### src/rtl/core/ptzfe_pkg.sv
// ptzfe_pkg: shared types, opcodes and frame constants for the PTZ command
// frame encoder. No dependencies.
package ptzfe_pkg;

   localparam int FRAME_LENGTH = 7;
   localparam int AUX_COUNT    = 8;
   localparam int POS_W        = $clog2(FRAME_LENGTH);
   localparam int CSR_INDEX_W  = 1;
   localparam int CSR_DATA_W   = 8;

   // register indexes
   localparam logic [CSR_INDEX_W-1:0] CSR_DEVICE_ADDRESS = 1'd0;
   localparam logic [CSR_INDEX_W-1:0] CSR_SPEED_LEVEL    = 1'd1;

   // opcodes
   localparam logic [4:0] OP_STOP          = 5'd0;
   localparam logic [4:0] OP_LEFT          = 5'd1;
   localparam logic [4:0] OP_RIGHT         = 5'd2;
   localparam logic [4:0] OP_UP            = 5'd3;
   localparam logic [4:0] OP_DOWN          = 5'd4;
   localparam logic [4:0] OP_LEFT_UP       = 5'd5;
   localparam logic [4:0] OP_LEFT_DOWN     = 5'd6;
   localparam logic [4:0] OP_RIGHT_UP      = 5'd7;
   localparam logic [4:0] OP_RIGHT_DOWN    = 5'd8;
   localparam logic [4:0] OP_IRIS_OPEN     = 5'd9;
   localparam logic [4:0] OP_IRIS_CLOSE    = 5'd10;
   localparam logic [4:0] OP_FOCUS_FAR     = 5'd11;
   localparam logic [4:0] OP_FOCUS_NEAR    = 5'd12;
   localparam logic [4:0] OP_ZOOM_OUT      = 5'd13;
   localparam logic [4:0] OP_ZOOM_IN       = 5'd14;
   localparam logic [4:0] OP_PRESET_GO     = 5'd15;
   localparam logic [4:0] OP_PRESET_SET    = 5'd16;
   localparam logic [4:0] OP_SCAN_99       = 5'd17;
   localparam logic [4:0] OP_SCAN_97       = 5'd18;
   localparam logic [4:0] OP_SCAN_STOP     = 5'd19;
   localparam logic [4:0] OP_CRUISE_RUN    = 5'd20;
   localparam logic [4:0] OP_CRUISE_STOP   = 5'd21;
   localparam logic [4:0] OP_CRUISE_DELETE = 5'd22;
   localparam logic [4:0] OP_CRUISE_ENTER  = 5'd23;
   localparam logic [4:0] OP_CRUISE_CONFIG = 5'd24;
   localparam logic [4:0] OP_CRUISE_LEAVE  = 5'd25;
   localparam logic [4:0] OP_TRACK_REC     = 5'd26;
   localparam logic [4:0] OP_TRACK_REC_END = 5'd27;
   localparam logic [4:0] OP_TRACK_START   = 5'd28;
   localparam logic [4:0] OP_TRACK_STOP    = 5'd29;
   localparam logic [4:0] OP_AUX_SET       = 5'd30;
   localparam logic [4:0] OP_AUX_CLEAR     = 5'd31;

   // frame bytes
   localparam logic [7:0] SYNC_BYTE     = 8'hFF;
   localparam logic [7:0] PRESET_SCAN_A = 8'h63;
   localparam logic [7:0] PRESET_SCAN_B = 8'd97;
   localparam logic [7:0] PRESET_SCAN_C = 8'd96;
   localparam logic [7:0] CRUISE_BASE   = 8'h09;

   typedef struct packed {
      logic [4:0] opcode;
      logic [7:0] argument;
      logic [3:0] cruise_speed;
      logic [7:0] wait_time;
   } cmd_type;

   typedef struct packed {
      logic [7:0] device_address;
      logic [3:0] speed_level;
   } cfg_type;

   typedef struct packed {
      logic [FRAME_LENGTH-1:0][7:0] bytes;
      logic                         rejected;
   } frame_type;

endpackage

### src/rtl/core/ptzfe_encode.sv
// ptzfe_encode: combinational frame builder, command bytes and checksum.
// Depends on ptzfe_pkg.
module ptzfe_encode (
   input  ptzfe_pkg::cmd_type   cmd,
   input  ptzfe_pkg::cfg_type   cfg,
   output ptzfe_pkg::frame_type frame
);

   logic [7:0] spd;
   logic [7:0] c1;
   logic [7:0] c2;
   logic [7:0] d1;
   logic [7:0] d2;
   logic [7:0] arg_inc;
   logic       aux_bad;

   assign spd     = (8'(cfg.speed_level) << 3) - 8'd1;
   assign arg_inc = cmd.argument + 8'd1;
   assign aux_bad = (cmd.argument < 8'd1) ||
                    (cmd.argument > 8'(ptzfe_pkg::AUX_COUNT));

   always_comb begin
      c1 = 8'h00;
      c2 = 8'h00;
      d1 = 8'h00;
      d2 = 8'h00;
      frame.rejected = 1'b0;
      case (cmd.opcode)
         ptzfe_pkg::OP_STOP:          ;
         ptzfe_pkg::OP_LEFT:          begin c2 = 8'h04; d1 = spd; end
         ptzfe_pkg::OP_RIGHT:         begin c2 = 8'h02; d1 = spd; end
         ptzfe_pkg::OP_UP:            begin c2 = 8'h08; d2 = spd; end
         ptzfe_pkg::OP_DOWN:          begin c2 = 8'h10; d2 = spd; end
         ptzfe_pkg::OP_LEFT_UP:       begin c2 = 8'h0C; d1 = spd; d2 = spd; end
         ptzfe_pkg::OP_LEFT_DOWN:     begin c2 = 8'h14; d1 = spd; d2 = spd; end
         ptzfe_pkg::OP_RIGHT_UP:      begin c2 = 8'h0A; d1 = spd; d2 = spd; end
         ptzfe_pkg::OP_RIGHT_DOWN:    begin c2 = 8'h12; d1 = spd; d2 = spd; end
         ptzfe_pkg::OP_IRIS_OPEN:     c1 = 8'h02;
         ptzfe_pkg::OP_IRIS_CLOSE:    c1 = 8'h04;
         ptzfe_pkg::OP_FOCUS_FAR:     c2 = 8'h80;
         ptzfe_pkg::OP_FOCUS_NEAR:    c1 = 8'h01;
         ptzfe_pkg::OP_ZOOM_OUT:      c2 = 8'h20;
         ptzfe_pkg::OP_ZOOM_IN:       c2 = 8'h40;
         ptzfe_pkg::OP_PRESET_GO:     begin c2 = 8'h07; d2 = arg_inc; end
         ptzfe_pkg::OP_PRESET_SET:    begin c2 = 8'h03; d2 = arg_inc; end
         ptzfe_pkg::OP_SCAN_99:       begin c2 = 8'h07; d2 = ptzfe_pkg::PRESET_SCAN_A; end
         ptzfe_pkg::OP_SCAN_97:       begin c2 = 8'h07; d2 = ptzfe_pkg::PRESET_SCAN_B; end
         ptzfe_pkg::OP_SCAN_STOP:     begin c2 = 8'h07; d2 = ptzfe_pkg::PRESET_SCAN_C; end
         ptzfe_pkg::OP_CRUISE_RUN:    begin c2 = 8'h4F; d1 = 8'h01; d2 = cmd.argument; end
         ptzfe_pkg::OP_CRUISE_STOP:   c2 = 8'h51;
         ptzfe_pkg::OP_CRUISE_DELETE: begin c2 = 8'h4D; d2 = cmd.argument; end
         ptzfe_pkg::OP_CRUISE_ENTER:  begin c2 = 8'h47; d2 = cmd.argument; end
         ptzfe_pkg::OP_CRUISE_CONFIG: begin
            // all-zero arguments leave the preset byte at zero
            c1 = (cmd.argument == 8'd0 && cmd.cruise_speed == 4'd0 &&
                  cmd.wait_time == 8'd0) ? 8'h00 : arg_inc;
            c2 = 8'h49;
            d1 = ptzfe_pkg::CRUISE_BASE - 8'(cmd.cruise_speed);
            d2 = cmd.wait_time;
         end
         ptzfe_pkg::OP_CRUISE_LEAVE:  c2 = 8'h4B;
         ptzfe_pkg::OP_TRACK_REC:     c2 = 8'h1F;
         ptzfe_pkg::OP_TRACK_REC_END: c2 = 8'h21;
         ptzfe_pkg::OP_TRACK_START:   c2 = 8'h23;
         ptzfe_pkg::OP_TRACK_STOP:    c2 = 8'h04;
         ptzfe_pkg::OP_AUX_SET:       begin
            c2 = 8'h09; d2 = cmd.argument; frame.rejected = aux_bad;
         end
         ptzfe_pkg::OP_AUX_CLEAR:     begin
            c2 = 8'h0B; d2 = cmd.argument; frame.rejected = aux_bad;
         end
         default: ;
      endcase
      frame.bytes[0] = ptzfe_pkg::SYNC_BYTE;
      frame.bytes[1] = cfg.device_address;
      frame.bytes[2] = c1;
      frame.bytes[3] = c2;
      frame.bytes[4] = d1;
      frame.bytes[5] = d2;
      frame.bytes[6] = cfg.device_address + c1 + c2 + d1 + d2;
   end

endmodule

### src/rtl/core/ptzfe_serial.sv
// ptzfe_serial: frame register and byte sequencer driving the result channel.
// Depends on ptzfe_pkg.
module ptzfe_serial (
   input  logic                 clock,
   input  logic                 reset,
   input  logic                 load,
   input  ptzfe_pkg::frame_type frame,
   output logic                 load_ok,
   output logic                 rsp_valid,
   input  logic                 rsp_ready,
   output logic [7:0]           rsp_frame_byte,
   output logic                 rsp_last_byte,
   output logic                 rsp_rejected
);

   localparam logic [ptzfe_pkg::POS_W-1:0] LAST_POS =
      ptzfe_pkg::POS_W'(ptzfe_pkg::FRAME_LENGTH - 1);

   logic [ptzfe_pkg::FRAME_LENGTH-1:0][7:0] bytes_ff, bytes_in;
   logic [ptzfe_pkg::POS_W-1:0]             pos_ff, pos_in;
   logic                                    busy_ff, busy_in;
   logic                                    rej_ff, rej_in;
   logic                                    advance;

   assign rsp_valid      = busy_ff;
   assign rsp_frame_byte = bytes_ff[0];
   assign rsp_rejected   = rej_ff;
   assign rsp_last_byte  = rej_ff || (pos_ff == LAST_POS);
   assign advance        = busy_ff && rsp_ready;
   assign load_ok        = !busy_ff || (rsp_ready && rsp_last_byte);

   always_comb begin
      bytes_in = bytes_ff;
      pos_in   = pos_ff;
      busy_in  = busy_ff;
      rej_in   = rej_ff;
      if (load) begin
         // a rejection is a single zero byte
         bytes_in = frame.rejected ? '0 : frame.bytes;
         pos_in   = '0;
         busy_in  = 1'b1;
         rej_in   = frame.rejected;
      end else if (advance) begin
         if (rsp_last_byte) begin
            busy_in = 1'b0;
         end else begin
            bytes_in = {8'h00, bytes_ff[ptzfe_pkg::FRAME_LENGTH-1:1]};
            pos_in   = pos_ff + ptzfe_pkg::POS_W'(1);
         end
      end
   end

   always_ff @(posedge clock) begin
      bytes_ff <= bytes_in;
      if (reset) begin
         pos_ff  <= '0;
         busy_ff <= 1'b0;
         rej_ff  <= 1'b0;
      end else begin
         pos_ff  <= pos_in;
         busy_ff <= busy_in;
         rej_ff  <= rej_in;
      end
   end

endmodule

### src/rtl/core/ptz_command_frame_encoder.sv
// PTZ command frame encoder. Each accepted command item yields a seven-byte
// frame (sync 0xFF, device address, two command bytes, two data bytes and a
// checksum over bytes one to five) delivered one byte per result item, with
// last_byte on the checksum. Aux set/clear with a switch number outside 1..8
// yields one result item only: byte 0, last_byte 1, rejected 1. Frame bytes
// go out one byte per cycle while rsp_ready is high. The byte sequencer is
// the limit: one command item is held in the input register while a frame is
// sent, and the next frame is loaded in the cycle its predecessor's last byte
// is taken, so frames follow one another with no gap. When the block is
// empty, an accepted command passes through the input register and then the
// frame register before its first byte appears. Configuration (index 0
// device address, index 1 speed level, low four bits) is applied as frames
// are built; write it only while the block is idle.
// Depends on ptzfe_pkg, ptzfe_encode and ptzfe_serial.
module ptz_command_frame_encoder (
   input  logic                              clock,
   input  logic                              reset,
   input  logic                              req_valid,
   output logic                              req_ready,
   input  logic [4:0]                        req_opcode,
   input  logic [7:0]                        req_argument,
   input  logic [3:0]                        req_cruise_speed,
   input  logic [7:0]                        req_wait_time,
   output logic                              rsp_valid,
   input  logic                              rsp_ready,
   output logic [7:0]                        rsp_frame_byte,
   output logic                              rsp_last_byte,
   output logic                              rsp_rejected,
   input  logic                              csr_write,
   input  logic [ptzfe_pkg::CSR_INDEX_W-1:0] csr_index,
   input  logic [ptzfe_pkg::CSR_DATA_W-1:0]  csr_wdata
);

   ptzfe_pkg::cmd_type   cmd_ff, cmd_in;
   logic                 cmd_valid_ff, cmd_valid_in;
   ptzfe_pkg::cfg_type   cfg_ff, cfg_in;
   ptzfe_pkg::frame_type frame;
   logic                 load_ok;
   logic                 load;

   // Hand the held item to the sequencer as soon as it can take a frame.
   assign load      = cmd_valid_ff && load_ok;
   assign req_ready = !cmd_valid_ff || load_ok;

   always_comb begin
      cmd_in       = cmd_ff;
      cmd_valid_in = cmd_valid_ff;
      if (load) begin
         cmd_valid_in = 1'b0;
      end
      if (req_valid && req_ready) begin
         cmd_in.opcode       = req_opcode;
         cmd_in.argument     = req_argument;
         cmd_in.cruise_speed = req_cruise_speed;
         cmd_in.wait_time    = req_wait_time;
         cmd_valid_in        = 1'b1;
      end
   end

   // Configuration registers: take the write at once, drop unknown indexes.
   always_comb begin
      cfg_in = cfg_ff;
      if (csr_write) begin
         case (csr_index)
            ptzfe_pkg::CSR_DEVICE_ADDRESS: cfg_in.device_address = csr_wdata;
            ptzfe_pkg::CSR_SPEED_LEVEL:    cfg_in.speed_level    = csr_wdata[3:0];
            default: ;
         endcase
      end
   end

   always_ff @(posedge clock) begin
      cmd_ff <= cmd_in;
      if (reset) begin
         cmd_valid_ff <= 1'b0;
         cfg_ff.device_address <= 8'd1;
         cfg_ff.speed_level    <= 4'd4;
      end else begin
         cmd_valid_ff <= cmd_valid_in;
         cfg_ff       <= cfg_in;
      end
   end

   ptzfe_encode u_encode (
      .cmd   (cmd_ff),
      .cfg   (cfg_ff),
      .frame (frame)
   );

   ptzfe_serial u_serial (
      .clock          (clock),
      .reset          (reset),
      .load           (load),
      .frame          (frame),
      .load_ok        (load_ok),
      .rsp_valid      (rsp_valid),
      .rsp_ready      (rsp_ready),
      .rsp_frame_byte (rsp_frame_byte),
      .rsp_last_byte  (rsp_last_byte),
      .rsp_rejected   (rsp_rejected)
   );

endmodule

### config.mk
export PLATFORM = sky130hd
export DESIGN_NAME = ptz_command_frame_encoder
export DESIGN_NICKNAME = d
export VERILOG_FILES = /design/src/rtl/core/ptzfe_pkg.sv /design/src/rtl/core/ptzfe_encode.sv /design/src/rtl/core/ptzfe_serial.sv /design/src/rtl/core/ptz_command_frame_encoder.sv
export SDC_FILE = /design/constraint.sdc
export NUM_CORES = 1
export LEC_CHECK = 0
export BUFFER_PORTS_ARGS = -buffer_cell sky130_fd_sc_hd__buf_4
export CORE_MARGIN = 3
export CORE_UTILIZATION = 55
export CTS_CLUSTER_DIAMETER = 100
export DETAILED_ROUTE_END_ITERATION = 8
export PLACE_DENSITY = 0.77
export SETUP_SLACK_MARGIN = 0.2
export SLEW_MARGIN = 20
export SYNTH_ARGS = -nofsm -noshare
export SYNTH_HDL_FRONTEND = slang
export SYNTH_HIERARCHICAL = 1
export SYNTH_SLANG_ARGS = --single-unit
### constraint.sdc
create_clock -name clock -period 5.48 [get_ports clock]
set_clock_uncertainty 0.1 [all_clocks]
set_input_delay 0 -clock clock [delete_from_list [all_inputs] [get_ports clock]]
set_output_delay 0 -clock clock [all_outputs]
set_load 0.1 [all_outputs]
* After elaboration in Yosys (flattened, before gate mapping)
Cells that the tools add are included.
Operators by class: $add $sub $neg 8, multipliers 0, divide/modulo/power cells 0, order comparisons 2, equal/unequal tests 33, shift-type cells 0, mux-type cells 15, bitwise gates (word level) 2, reductions and logical operators 31
Operator list (count):
- $mux 56 | 4
- $pmux 8 s24 | 1
- $eq 5x5->1 const B | 16
- $pmux 8 s7 | 1
- $eq 5x4->1 const B | 8
- $add 8x8->8 | 4
- $pmux 8 s4 | 1
- $pmux 8 s3 | 1
- $eq 5x3->1 const B | 4
- $logic_not 8->1 | 2
- $reduce_or 6->1 | 2
- $eq 5x2->1 const B | 2
- $reduce_and 2->1 | 5
- $add 8x1->8 const B | 1
- $gt 8x4->1 const B | 1
- $lt 8x1->1 const B | 1
- $mux 8 | 1
- $reduce_or 2->1 | 4
- $sub 7x1->8 const B | 1
- $logic_and 1x1->1 | 6
- $mux 1 | 6
- $reduce_bool 2->1 | 3
- $eq 5x1->1 const B | 1
- $reduce_or 5->1 | 1
- 9 further kinds | 14
Word-level totals: flip-flop bits (word level) 99, bits in latches 0, RAM bits 0, ROM bits 0, input bits 39, output and inout port bits 12, word-level logic and storage cells 108, memories kept 0

* Logic depth before layout (Yosys ltp)
depth after elaboration 11, mapped depth 21, gate-level depth less buffers 20

* Modules after synthesis
The synthesis kept the hierarchy.
Modules (own cells, without submodules):
- ptzfe_serial | times used 1, cells an instance 162, area each 2552.4 sq um
- ptzfe_encode | times used 1, cells an instance 300, area each 2092.0 sq um
- ptz_command_frame_encoder | times used 1, cells an instance 82, area each 1313.8 sq um

* Worst setup path after synthesis
Ideal clock, no wire load.
path kind flip-flop to flip-flop, start point reg u_serial.busy_ff (netlist: u_serial/rsp_valid), end point reg u_serial/bytes_ff[10] in the netlist's numbering, enable pin, arrival time 5.186 ns, slack -0.353 ns, stages on the path, launching flop included 3, period minus slack after synthesis 5.833 ns, cells stage by stage dfxtp_1 nand2_1 o21ai_0
On the way: word-level cells in the longest chain between the ends 5, elaborated cells on any way between the ends 7, those cells by class 1 x eq/ne; 6 x reduce/logical
RTL lines:
- start: declaration | line ptzfe_serial.sv:21 | logic busy_ff, busy_in;
- start signal: assignment | line ptzfe_serial.sv:61 | busy_ff <= busy_in;
- $logic_not 1->1 | line ptzfe_serial.sv:30 | assign load_ok = !busy_ff || (rsp_ready && rsp_last_byte);
- $logic_or 1x1->1 | line ptzfe_serial.sv:30
- $logic_and 1x1->1 | line ptz_command_frame_encoder.sv:42 | assign load = cmd_valid_ff && load_ok;
- $ne 2x2->1 (no line) or $reduce_bool 2->1 (tied branches)
- $reduce_and 2->1 (no line) (*)
- end signal: assignment | line ptzfe_serial.sv:54 | bytes_ff <= bytes_in;
- end: declaration | line ptzfe_serial.sv:19 | logic [ptzfe_pkg::FRAME_LENGTH-1:0][7:0] bytes_ff, bytes_in;
Mark *: on every way between the ends. The rest lies on a longest branch, timed or not. A chain may end at the register's enable or synchronous reset.

==> metrics.md <==
| Metric | Value |
|---|---|
| DRT iter0 DRCs | 450 |
| DR vias | 4603 |
| Top-count cell post-synth | edfxtp_1 |
| Nets | 721 |
| RD Place Congestion | 0.899 |
| Count of flip-flops with a built-in enable after synthesis | 81 |
| Yosys reg bits | 99 |
| Design Area, Final | 7290 µm² |
| YS warnings | 6 |
| # rows | 37 |
| Routed Antenna Nets | 0 |
| Unrepaired setup endpoints after global routing | no |
| DR WL/cell | 19.0 µm |
| Synth top area share | 0.408 |
| Commonest cells post-synth | edfxtp_1 (81), a22o_1 (48), inv_1 (47), nor2_1 (33), nand2_1 (28) |
| Fin cells | 788 |
| CTS max path bufs | 2 |
| Async S/R FF share, synth | 0 |
| Max-Cap Viols | 0 |
| Top FF cell, synth | edfxtp_1 |
| Tcrit/Tclk final | 0.923 |
| Ports | 51 |
| Critical Path Source Type | flip-flop |
| Sum Neg Setup Slack | 0 ps |
| PD cells | 261 nW/µm² |
| Initial Utilization | 0.572 |
| Worst hold margin | 228 ps |
| H-tree levels | 3 |
| Clk Latency, worst-skew pair | 380 ps |
| Cell type with the largest total area after synthesis | edfxtp_1 |
| Ant. Diodes | 0 |
| CP Data Arrival Time | 5120 ps |
| CP Class | flip-flop to flip-flop |
| Final Hold Viols | 0 |
| First-pass GRT wire length | 23700 µm |
| Core ar. | 10400 µm² |
| Root Driver | clkbuf_8 |
| Hold crit path type | input pin to flip-flop |
| Psw | 0.614 mW |
| # DRC | 0 |
| Vias in the first global route | 4551 |
| CP Data Required Time | 5540 ps |
| Grt ovf | 0 |
| Mapped Area | 5960 µm² |
| CTS tree | done |
| Seq/Total Area, Yosys | 0.469 |
| Tmin final | 5060 ps |
| Slew Viols, Final | 0 |
| Slew Limit Headroom | 0.389 |
| Final setup vio count | 0 |
| Port buffer count | 50 |
| TritonCTS Buffers | 9 |
| Die width | 110 µm |
| Synthesis-to-layout area growth | 22.3% |
| Initial antenna violation count | 0 |
| Vias/cell | 5.84 |
| Internal Power | 1.29 mW |
| Share of cells above drive strength 1 | 0.196 |
| Sw Ratio | 0.322 |
| Wirelength, routed | 15000 µm |
| Pleak | 2.94 nW |
| Syn_area_per_cell | 11.0 µm² |
| Largest net degree at the start of global routing | 57 |
| Post-Syn Instances | 544 |
| Height of the chip | 110 µm |
| Worst-path maximum fanout | 4 |
| Clock-pin slew on the worst setup and hold paths | 100 ps |
| DPL Wire Length | 10200 µm |
| Clock share of power | 0.241 |
| Placed cell areas | 6390 µm² |
| Clk sinks | 99 |
| Synth top area cells | edfxtp_1 (41%), a22o_1 (7.1%), fa_1 (6.7%) |
| Die Area | 12100 µm² |
| 1st-pass router iterations | 5 |
| Outcome | finished, final reports clean |
| Synth cell types | 65 |
| Pwr Total | 1.91 mW |
| Sequential Power Share | 0.483 |
| Highest clock rate | 198 MHz |
| Worst slew pin tran | 914 ps |
| Gate power share | 0.276 |
| Crit end category | flip-flop |
| VDD IR max | 0.190 mV |
| Total GRT Usage | 0.263 |
| Placed cell count | 705 |
metrics by stage:
stage | utilization | worst slack [ps]
after floorplan | - | 226
after global placement | 0.614 | 193
after detailed placement | 0.614 | 108
after CTS | 0.691 | 212
after global routing | 0.700 | 199
final | 0.700 | 420
metal layers:
metal  vias up  GRT usage  share of wire
met5         -          0              0
met3        28     0.0536          0.061
met2       182      0.428           0.50
li1       2132          -              -
met4         0      0.102          0.025
met1      2261      0.345           0.42
worst max-delay path, stage by stage, from the launching register on:
cell	delay [ps]
edfxtp_1	410
inv_2	90
ha_1	160
nor4b_2	190
nand4_1	170
o21ai_4	250
o32ai_4	120
fa_1	480
fa_1	500
inv_1	50
fa_1	500
inv_1	40
ha_2	200
fa_2	400
a21o_1	200
a21oi_2	190
o21bai_1	80
a21oi_1	150
xor2_1	190
xnor3_1	220
and2_1	140
cell type report:
| class | count | area [µm²] |
|---|---|---|
| clock buffers | 10 | 128 |
| clock inverters | 6 | 56.3 |
| fillers | 718 | 3130 |
| inverters | 50 | 191 |
| multi-input cells | 347 | 2760 |
| flip-flops and latches | 99 | 2790 |
| well taps | 136 | 170 |
| repair buffers | 140 | 1190 |
timing repair:
item | CTS | global route
pin swaps | 3 | 8
setup buffers | 2 | 8
hold buffers | 57 | 0
gates resized for setup | 7 | 8
setup endpoints to repair | 1 | 1
endpoints found under the hold margin | 41 | 0
placed cells by master (no fill, tap or decap), types with 4 or more instances in the layout:
cell type	instances
xnor2_1	12
o21ai_1	6
dlygate4sd3_1	57
nand2b_1	16
o211ai_1	5
inv_1	44
fa_1	18
nand3_1	10
nand2_1	28
inv_2	5
dfxtp_1	18
nor3_1	6
edfxtp_1	81
or2_1	4
and2_1	10
conb_1	8
buf_4	83
clkbuf_8	9
or3_1	6
o21ai_0	22
nand4bb_1	5
xor2_1	6
a22oi_1	4
a22o_1	48
ha_1	14
mux2i_1	7
a21oi_1	15
nor2_1	32
flip-flops by register name, indices dropped and copies added (netlist names):
signal,cells
u_serial/pos_ff,3
u_serial/rsp_rejected,1
cmd_ff,25
cmd_valid_ff,1
u_serial/bytes_ff,48
cfg_ff,12
u_serial/rsp_valid,1
u_serial/rsp_frame_byte,8
power groups by stage:
stage	Sequential [mW]	Combinational, mW	Clock [mW]
2_1_floorplan	0.933	0.363	0
3_3_place_gp	0.933	0.464	0
3_5_place_dp	0.936	0.475	0
4_1_cts	0.920	0.511	0.470
5_1_grt	0.926	0.577	0.500
6_report	0.920	0.525	0.460
final timing paths:
kind	startpoint	endpoint	slack (ps)	depth (start not counted)
worst min register to register	u_serial/pos_ff[0]$_SDFFE_PP0P_	u_serial/pos_ff[0]$_SDFFE_PP0P_	410	2
worst max register to register	cmd_ff[13]$_DFFE_PP_	u_serial/bytes_ff[55]$_SDFFCE_PP0P_	420	20
worst min-delay path	req_argument[7]	cmd_ff[19]$_DFFE_PP_	230	2
worst max-delay path	cmd_ff[13]$_DFFE_PP_	u_serial/bytes_ff[55]$_SDFFCE_PP0P_	420	20
logic make-up (layout without fill, tap and decap cells):
group	after synthesis	after routing	share of synthesized area
muxes	7	7	0.0118
xor gates and xnor gates	19	19	0.0302
other	1	8	0.000629
and+or+nand+nor	138	138	0.123
DFF	99	99	0.469
AOI/OAI and AO/OA	140	140	0.177
buffers and inverters	105	206	0.0895
adders and majority gates	35	35	0.0987
Power figures use the tool's default switching activity.
